--- src/rtl/core/jfps_pkg.sv ---
// Shared widths, reset values, register indexes and controller types for the
// five-point stencil block. No dependencies.
`timescale 1ns / 1ps
`default_nettype none

package jfps_pkg;

    localparam int DATA_W    = 48;
    localparam int FRAC_W    = 24;
    localparam int MAX_COLS  = 1024;
    localparam int COL_W     = $clog2(MAX_COLS);
    localparam int TCOL_W    = 11;
    localparam int ROW_W     = 16;
    localparam int CFG_W     = 47;
    localparam int CFG_IDX_W = 3;
    localparam int SQ_W      = 63;

    // Multiplier operand A splits into two PA_W pieces, operand B into two PB_W pieces.
    localparam int PA_W  = 26;
    localparam int PB_W  = 24;
    localparam int SUM_W = 2 * PA_W;
    localparam int MB_W  = 2 * PB_W;
    localparam int PP_W  = PA_W + PB_W;
    localparam int ACC_W = 2 * PP_W;
    localparam int Q_W   = ACC_W - FRAC_W;
    localparam int WIDE_W = 64;

    localparam int S_TDATA_W = 2 * DATA_W;
    localparam int M_TDATA_W = ((DATA_W + SQ_W + 7) / 8) * 8;

    localparam logic [CFG_IDX_W-1:0] CFG_TILE_COLS = CFG_IDX_W'(0);
    localparam logic [CFG_IDX_W-1:0] CFG_TILE_ROWS = CFG_IDX_W'(1);
    localparam logic [CFG_IDX_W-1:0] CFG_MODE      = CFG_IDX_W'(2);
    localparam logic [CFG_IDX_W-1:0] CFG_H_SQ      = CFG_IDX_W'(3);
    localparam logic [CFG_IDX_W-1:0] CFG_INV_H_SQ  = CFG_IDX_W'(4);

    localparam logic [TCOL_W-1:0] RST_TILE_COLS = TCOL_W'(1024);
    localparam logic [ROW_W-1:0]  RST_TILE_ROWS = ROW_W'(1024);
    localparam logic [CFG_W-1:0]  RST_H_SQ      = CFG_W'(16);
    localparam logic [CFG_W-1:0]  RST_INV_H_SQ  = CFG_W'(1) << 44;

    localparam logic [TCOL_W-1:0] MIN_DIM  = TCOL_W'(3);
    localparam logic [TCOL_W-1:0] MAX_DIM  = TCOL_W'(MAX_COLS);

    localparam logic [Q_W-1:0] Q_LIM_PROD = Q_W'(1) << 62;
    localparam logic [Q_W-1:0] Q_LIM_SQ   = Q_W'({SQ_W{1'b1}});
    localparam logic [WIDE_W-1:0] SQ_LIM  = WIDE_W'({SQ_W{1'b1}});

    localparam logic signed [WIDE_W-1:0] V_MAX = (WIDE_W'(1) <<< (DATA_W - 1)) - WIDE_W'(1);
    localparam logic signed [WIDE_W-1:0] V_MIN = -V_MAX - WIDE_W'(1);

    typedef enum logic [3:0] {
        S_IDLE,
        S_RD0,
        S_RD1,
        S_SUM,
        S_OPA,
        S_WAIT1,
        S_FIN,
        S_SQ,
        S_WAIT2,
        S_ACC,
        S_OUT
    } t_state;

    typedef struct packed {
        logic accept;
        logic rd_sel;
        logic cap;
        logic mem_we;
        logic sum_en;
        logic mul_start;
        logic mul_sq;
        logic fin_en;
        logic acc_en;
        logic out_load;
    } t_dp_cmd;

    typedef struct packed {
        logic interior;
        logic mode;
        logic mul_done;
        logic out_free;
    } t_dp_sts;

endpackage

`default_nettype wire

--- src/rtl/core/jfps_ctrl.sv ---
// Stencil controller: sequences line store reads, multiplier passes and
// output loading for one item at a time. Uses jfps_pkg.
`timescale 1ns / 1ps
`default_nettype none

module jfps_ctrl (
    input  logic              i_clk,
    input  logic              i_rst_n,
    input  logic              i_s_tvalid,
    output logic              o_s_tready,
    input  jfps_pkg::t_dp_sts i_sts,
    output jfps_pkg::t_dp_cmd o_cmd
);

    jfps_pkg::t_state r_state;
    jfps_pkg::t_state n_state;

    always_ff @(posedge i_clk) begin
        if (!i_rst_n) begin
            r_state <= jfps_pkg::S_IDLE;
        end else begin
            r_state <= n_state;
        end
    end

    always_comb begin
        n_state    = r_state;
        o_cmd      = '0;
        o_s_tready = 1'b0;
        unique case (r_state)
            jfps_pkg::S_IDLE: begin
                o_s_tready   = 1'b1;
                o_cmd.accept = i_s_tvalid;
                if (i_s_tvalid) begin
                    n_state = jfps_pkg::S_RD0;
                end
            end
            jfps_pkg::S_RD0: begin
                n_state = jfps_pkg::S_RD1;
            end
            jfps_pkg::S_RD1: begin
                // Shift the column down the stores; halo points end here.
                o_cmd.rd_sel = 1'b1;
                o_cmd.cap    = 1'b1;
                o_cmd.mem_we = 1'b1;
                n_state = i_sts.interior ? jfps_pkg::S_SUM : jfps_pkg::S_IDLE;
            end
            jfps_pkg::S_SUM: begin
                o_cmd.sum_en = 1'b1;
                n_state = jfps_pkg::S_OPA;
            end
            jfps_pkg::S_OPA: begin
                o_cmd.mul_start = 1'b1;
                n_state = jfps_pkg::S_WAIT1;
            end
            jfps_pkg::S_WAIT1: begin
                if (i_sts.mul_done) begin
                    n_state = jfps_pkg::S_FIN;
                end
            end
            jfps_pkg::S_FIN: begin
                o_cmd.fin_en = 1'b1;
                n_state = i_sts.mode ? jfps_pkg::S_SQ : jfps_pkg::S_OUT;
            end
            jfps_pkg::S_SQ: begin
                o_cmd.mul_start = 1'b1;
                o_cmd.mul_sq    = 1'b1;
                n_state = jfps_pkg::S_WAIT2;
            end
            jfps_pkg::S_WAIT2: begin
                if (i_sts.mul_done) begin
                    n_state = jfps_pkg::S_ACC;
                end
            end
            jfps_pkg::S_ACC: begin
                o_cmd.acc_en = 1'b1;
                n_state = jfps_pkg::S_OUT;
            end
            jfps_pkg::S_OUT: begin
                // Hold until the previous result has been taken.
                if (i_sts.out_free) begin
                    o_cmd.out_load = 1'b1;
                    n_state = jfps_pkg::S_IDLE;
                end
            end
            default: begin
                n_state = jfps_pkg::S_IDLE;
            end
        endcase
    end

endmodule

`default_nettype wire

--- config.mk ---
export PLATFORM = sky130hd
export DESIGN_NAME = jfps_ctrl
export DESIGN_NICKNAME = d
export VERILOG_FILES = /design/src/rtl/core/jfps_pkg.sv /design/src/rtl/core/jfps_ctrl.sv
export SDC_FILE = /design/constraint.sdc
export NUM_CORES = 1
export LEC_CHECK = 0
export BUFFER_PORTS_ARGS = -buffer_cell sky130_fd_sc_hd__buf_2
export CORE_AREA = 2 2 39 41
export DETAILED_ROUTE_END_ITERATION = 10
export DIE_AREA = 0 0 41 43
export PLACE_DENSITY = 0.63
export SYNTH_ARGS = -nofsm -noshare
export SYNTH_HDL_FRONTEND = slang
export SYNTH_SLANG_ARGS = --single-unit
--- constraint.sdc ---
create_clock -name i_clk -period 3.05 [get_ports i_clk]
set_input_delay 0.61 -clock i_clk [delete_from_list [all_inputs] [get_ports i_clk]]
set_output_delay 0.61 -clock i_clk [all_outputs]
set_load 0.1 [all_outputs]
==> metrics.md, run 1 <==
| Metric | Value |
|---|---|
| Initial antenna violation count | 0 |
| Setup violators final | 0 |
| Layout cells sized above 1 | 0.391 |
| Worst VDD drop | 0.200 mV |
| Slew @ Worst Pin | 0.584 ns |
| Initial Util | 0.269 |
| Kind of end point of the critical path | output pin |
| Reg power frac | 0.297 |
| Clk pwr share | 0.293 |
| Overall routing resource usage | 0.110 |
| Async set-or-reset flop fraction in the synthesized netlist | 0 |
| Hold path startpoint | i_rst_n |
| Power per Cell Area | 459 nW/um2 |
| Top-count cell post-synth | nor2_1 |
| Vert. Die Dim | 43 um |
| Clk Latency, worst-skew pair | 0.23 ns |
| CP Class | reg -> out |
| Remaining DRCs | 0 |
| Seq cells post-synth | 4 |
| P_leak | 0.213 nW |
| Switching Power | 105 uW |
| Largest net degree at the start of global routing | 17 |
| Req. time, crit path | 2.44 ns |
| Nets | 78 |
| Antenna Cells | 0 |
| Area delta synth->final | 31.6% |
| Hold Vio Cnt, Final | 0 |
| Hpwl dp | 644 um |
| Yosys warns | 0 |
| CTS Buf Count | 3 |
| Top-area cell type share of the netlist area | 0.215 |
| Clock Tree Buf Depth | 2 |
| Clock transition at path regs | 0.04 ns |
| Most frequent cells after synthesis | nor2_1, a21oi_1, nor3_1 |
| Comb pwr share | 0.410 |
| Synth area leader | dfxtp_1 |
| Nature of the critical path startpoint | flop |
| Netlist cell types | 25 |
| Post-DR wirelength/cell | 10.1 um |
| Core Rows | 14 |
| Clock Sinks | 4 |
| Min-delay worst type | in -> reg |
| Biggest regs | r_state x4 |
| Placed inst area | 467 um2 |
| Post-synth EDFFs | 0 |
| CP Launch Point | r_state[1]$_SDFFE_PN0P_ |
| CTS tree | built |
| H-tree levels | 1 |
| Prevailing post-synth register cell | dfxtp_1 |
| Clock Skew | 0.00539 ns |
| Clk root buf | clkbuf_4 |
| Seq/Total Area, Yosys | 0.215 |
| Vias | 428 |
| Avg Cell Area, Syn | 6.76 um2 |
| Vias in the first global route | 342 |
| Pint | 120 uW |
| Final ANT Viol Nets | 0 |
| IO Port Bufs | 17 |
| Worst slew margin | 0.610 |
| Detailed Route WL | 859 um |
| Syn Nets | 62 |
| Switching power share of the total | 0.466 |
| Mapped Cells | 55 |
| First-pass GRT wire length | 1340 um |
| Die Width | 41 um |
| Die Area | 1760 um2 |
| Max FFs per register | 4 |
| Largest register by flop count | r_state |
| Status | finished, final reports clean |
| Global route total overflow | 0 |
| Post-CTS resize count | 0 |
| Gp weighted congestion | 0.662 |
| Max cap viols | 0 |
| R2R Setup Slk | 1.58 ns |
| Final period utilization | 0.794 |
| Hold_buf cts | 0 |
| CORE AREA | 1380 um2 |
| Slew Limit Fails | 0 |
| Max Freq | 413 MHz |
| IO Count | 18 |
| Post-CTS Repair Setup Buffers | 0 |
| Mapped Area | 372 um2 |
| First-pass iteration count of the detailed router | 2 |
| Crit path DAT | 1.81 ns |
| Worst reg2reg path startpoint | r_state[1]$_SDFFE_PN0P_ |
| Post-route setup TNS | 0 ns |
| Vias/cell | 5.04 |
| Top cells by area, synth | dfxtp_1, a21oi_1, nor3_1, nor2_1, o21ai_0 |
| Unrepaired setup endpoints after global routing | false |
| Crit path max fanout | 16 |
| Tmin final | 2.42 ns |
| Design Area, Final | 489 um2 |
| Iter 0 DRT Violations | 8 |
## routing by layer
layer	GRT usage	vias to the layer above	share of wire	routed length, um
met5	0	-	0	0
met4	0.0800	0	0	0
met3	0.0157	0	0.078	67
met2	0.159	15	0.42	363
met1	0.141	186	0.50	428
li1	-	227	-	-
## layout make-up
| type | count | area, um2 |
|---|---|---|
| fillers | 154 | 895 |
| multi-input cells | 41 | 267 |
| repair buffers | 17 | 85.1 |
| flip-flops and latches | 4 | 80.1 |
| clock buffers | 3 | 22.5 |
| well taps | 16 | 20.0 |
| inverters | 4 | 15.0 |
## stage by stage
stage	utilization	hold slack [ns]	total power, mW	worst slack (ns)	cells
after floorplan	-	0.509	0.150	0.0457	55
after CTS	0.354	0.587	0.229	0.609	85
after global placement	0.337	0.711	0.160	0.883	82
final	0.354	0.594	0.225	0.629	85
after detailed placement	0.337	0.726	0.160	0.869	82
after global routing	0.354	0.601	0.238	0.437	85
## logic make-up (layout without fill, tap and decap cells)
group / count (synthesis) / after routing / share of synthesized area
buffers and inverters: 10 / 24 / 0.151
AND/OR/NAND/NOR: 25 / 25 / 0.377
AO/OA/AOI/OAI: 16 / 16 / 0.256
flip-flops: 4 / 4 / 0.215
## final timing paths
check                           cells past startpoint                 endpoint
worst max-delay path                                3                 o_cmd[6]
worst min-delay path                                2  r_state[3]$_SDFFE_PN0P_
worst max register to register                      4  r_state[1]$_SDFFE_PN0P_
worst min register to register                      1  r_state[2]$_SDFFE_PN0P_
## cell usage in the layout, fill, tap and decap left out, drive strengths merged
cell     instances
a21oi            5
a31oi            1
and2             2
buf             17
clkbuf           3
dfxtp            4
inv              4
nand2            3
nand2b           2
nand3            1
nor2             6
nor2b            1
nor3             5
nor3b            1
nor4             1
nor4b            1
o2111ai          1
o21ai            5
o22ai            2
o311ai           1
o32ai            1
or2              1
or4              1
## power groups by stage
stage / clock network [mW] / registers, mW / logic (mW)
4_1_cts: 0.0699 / 0.0669 / 0.0925
5_1_grt: 0.0722 / 0.0682 / 0.0975
3_3_place_gp: 0 / 0.0674 / 0.0924
3_5_place_dp: 0 / 0.0679 / 0.0924
6_report: 0.0658 / 0.0668 / 0.0921
2_1_floorplan: 0 / 0.0592 / 0.0911
## critical path: stages (launching register included)
cell and delay [ns]:
dfxtp_1 0.65, nand2b_1 0.27, nor3_2 0.20, buf_2 0.46
Power figures use the tool's default switching activity.
==> run 2, diff against run 1 <==
- clock period: 3.05 -> 2.5 ns (I/O delays scaled with it)
==> metrics.md, run 2 (same netlist as run 1, synthesis figures left out) <==
| Metric | Value |
|---|---|
| Vias in the first global route | 338 (-1.2%) |
| Clk pwr share | 0.294 (about the same) |
| H-tree levels | 1 (unchanged) |
| Nature of the critical path startpoint | flop |
| Nets | 78 (unchanged) |
| Iter 0 DRT Violations | 3 (-5) |
| Final period utilization | 0.922 |
| CORE AREA | 1380 um2 (unchanged) |
| Worst path buffer plus inverter count | 1 (unchanged) |
| R2R Setup Slk | 0.97 ns (-0.61 ns) |
| Vias/cell | 4.94 (-1.9%) |
| Hold Vio Cnt, Final | 0 (unchanged) |
| Design Area, Final | 492 um2 (+0.51%) |
| Pint | 146 uW (+22%) |
| Critical path depth in cells | 3 (unchanged) |
| Total Power | 276 uW (+23%) |
| Overall routing resource usage | 0.114 (+0.00390) |
| Setup violators final | 0 (unchanged) |
| Crit path max fanout | 16 (unchanged) |
| Tmin final | 2.30 ns |
| Worst VDD drop | 0.366 mV (+83%) |
| Gp weighted congestion | 0.708 (+7.0%) |
| Biggest regs | r_state x4 |
| Most common cell after layout, fill and taps aside | buf_2 |
| Clock Skew | 0.0115 ns (+0.00614 ns) |
| Placed inst area | 469 um2 (+0.54%) |
| Kind of end point of the critical path | output pin |
| Area of the multi-input gates | 269 um2 (+0.94%) |
| CP Class | reg -> out |
| First-pass GRT wire length | 1400 um (+4.6%) |
| Crit-path max cell delay | 0.64 ns (about the same) |
| Clock Tree Buf Depth | 2 (unchanged) |
| Detailed Route WL | 889 um (+3.5%) |
| Worst slew margin | 0.611 (about the same) |
| P_leak | 0.212 nW (-0.56%) |
| Initial antenna violation count | 0 (unchanged) |
| Reg2reg end | r_state[0]$_SDFFE_PN0P_ |
| Layout cells sized above 1 | 0.391 (unchanged) |
| Crit-path slowest cell | dfxtp_1 |
| CTS tree | built |
| Hpwl dp | 682 um (+5.8%) |
| Final ANT Viol Nets | 0 (unchanged) |
| Req. time, crit path | 2.00 ns (-0.44 ns) |
| Largest net degree at the start of global routing | 17 (unchanged) |
| Status | finished, final reports clean |
| Reg power frac | 0.295 (-0.002) |
| Post-CTS Repair Setup Buffers | 0 (unchanged) |
| Unrepaired setup endpoints after global routing | false |
| Clock transition at path regs | 0.04 ns (about the same) |
| IO Port Bufs | 17 (unchanged) |
| Crit-path cells | nand2b_1, nor3_2, buf_2 |
| Final worst setup slack | 0.196 ns (-0.433 ns) |
| Family with the most delay on the worst path | flip-flops |
| Worst-case reg-to-reg path depth | 3 (-1) |
| Largest register by flop count | r_state |
| Slew Limit Fails | 0 (unchanged) |
| Pre-CTS setup slack | 0.411 ns (-0.457 ns) |
| Crit path DAT | 1.80 ns (about the same) |
| Clk root buf | clkbuf_4 |
| Vert. Die Dim | 43 um (unchanged) |
| Fillers | 161 (+4.5%) |
| Power per Cell Area | 561 nW/um2 (+22%) |
| CTS Buf Count | 3 (unchanged) |
| Clk Latency, worst-skew pair | 0.24 ns (about the same) |
| Min-delay worst type | in -> reg |
| Register area | 80.1 um2 (unchanged) |
| CP Capture Point | o_cmd[7] |
| Die Area | 1760 um2 (unchanged) |
| Antenna Cells | 0 (unchanged) |
| Remaining DRCs | 0 (unchanged) |
| Global route total overflow | 0 (unchanged) |
| Post-DR wirelength/cell | 10.5 um (+3.5%) |
| Comb pwr share | 0.411 (about the same) |
| Max FFs per register | 4 (unchanged) |
| Initial Util | 0.269 (unchanged) |
| First-pass iteration count of the detailed router | 3 (+1) |
| CP Launch Point | r_state[1]$_SDFFE_PN0P_ |
| Slew @ Worst Pin | 0.583 ns (-0.000856 ns) |
| Worst reg2reg path startpoint | r_state[2]$_SDFFE_PN0P_ |
| Area delta synth->final | 32.3% |
| Hold_buf cts | 0 (unchanged) |
| Max cap viols | 0 (unchanged) |
| Max Freq | 434 MHz |
| Switching power share of the total | 0.470 (+0.00377) |
| Commonest non-fill, non-tap cells in the layout | buf_2, nor2_1 |
| Clock Sinks | 4 (unchanged) |
| Switching Power | 130 uW (+24%) |
| IO Count | 18 (unchanged) |
| Core Rows | 14 (unchanged) |
| Post-CTS resize count | 0 (unchanged) |
| Die Width | 41 um (unchanged) |
| Vias | 420 (-1.9%) |
[run 2: metal layers]
| metal | share of wire | GRT usage | vias to the layer above |
|---|---|---|---|
| li1 | - | - | 226 |
| met1 | 0.45 | 0.160 | 175 |
| met2 | 0.45 | 0.163 | 19 |
| met3 | 0.097 | 0.0628 | 0 |
| met4 | 0 | 0 | 0 |
| met5 | 0 | 0 | - |
[run 2: layout make-up]
class / count / area share
clock buffers: 3 / 0.0458
inverters: 4 / 0.0305
multi-input cells: 41 / 0.547
flip-flops and latches: 4 / 0.163
well taps: 16 / 0.0407
repair buffers: 17 / 0.173
[run 2: worst min path at each step]
stage | cells after the start | from | to | slack [ns]
floorplan | 2 | r_state[0]$_SDFFE_PN0P_ | r_state[0]$_SDFFE_PN0P_ | 0.51
global placement | 1 | r_state[3]$_SDFFE_PN0P_ | r_state[2]$_SDFFE_PN0P_ | 0.70
detailed placement | 1 | r_state[3]$_SDFFE_PN0P_ | r_state[2]$_SDFFE_PN0P_ | 0.71
CTS | 2 | i_rst_n | r_state[3]$_SDFFE_PN0P_ | 0.48
global route | 2 | i_rst_n | r_state[3]$_SDFFE_PN0P_ | 0.47
finish | 2 | i_rst_n | r_state[3]$_SDFFE_PN0P_ | 0.48
[run 2: power by group through the flow]
stage	registers [mW]	logic, mW	clock network (mW)
after global routing	0.0831	0.121	0.0914
final	0.0815	0.113	0.0811
after global placement	0.0821	0.114	0
after CTS	0.0814	0.115	0.0838
after floorplan	0.0722	0.112	0
after detailed placement	0.0825	0.114	0
[run 2: through the flow]
step | hold WS (ns) | instances | setup TNS (ns) | utilization
floorplan | 0.509 | 55 | -1.51 | -
global placement | 0.704 | 82 | 0 | 0.339
detailed placement | 0.714 | 82 | 0 | 0.339
CTS | 0.479 | 85 | 0 | 0.355
global route | 0.474 | 85 | 0 | 0.355
finish | 0.485 | 85 | 0 | 0.355
[run 2: worst register-to-register path: cells and delay by family, from the launching register on]
family           cells  cell delay (ns)
AND/OR/NAND/NOR      1             0.19
AO/OA/AOI/OAI        2             0.54
flip-flops           1             0.68
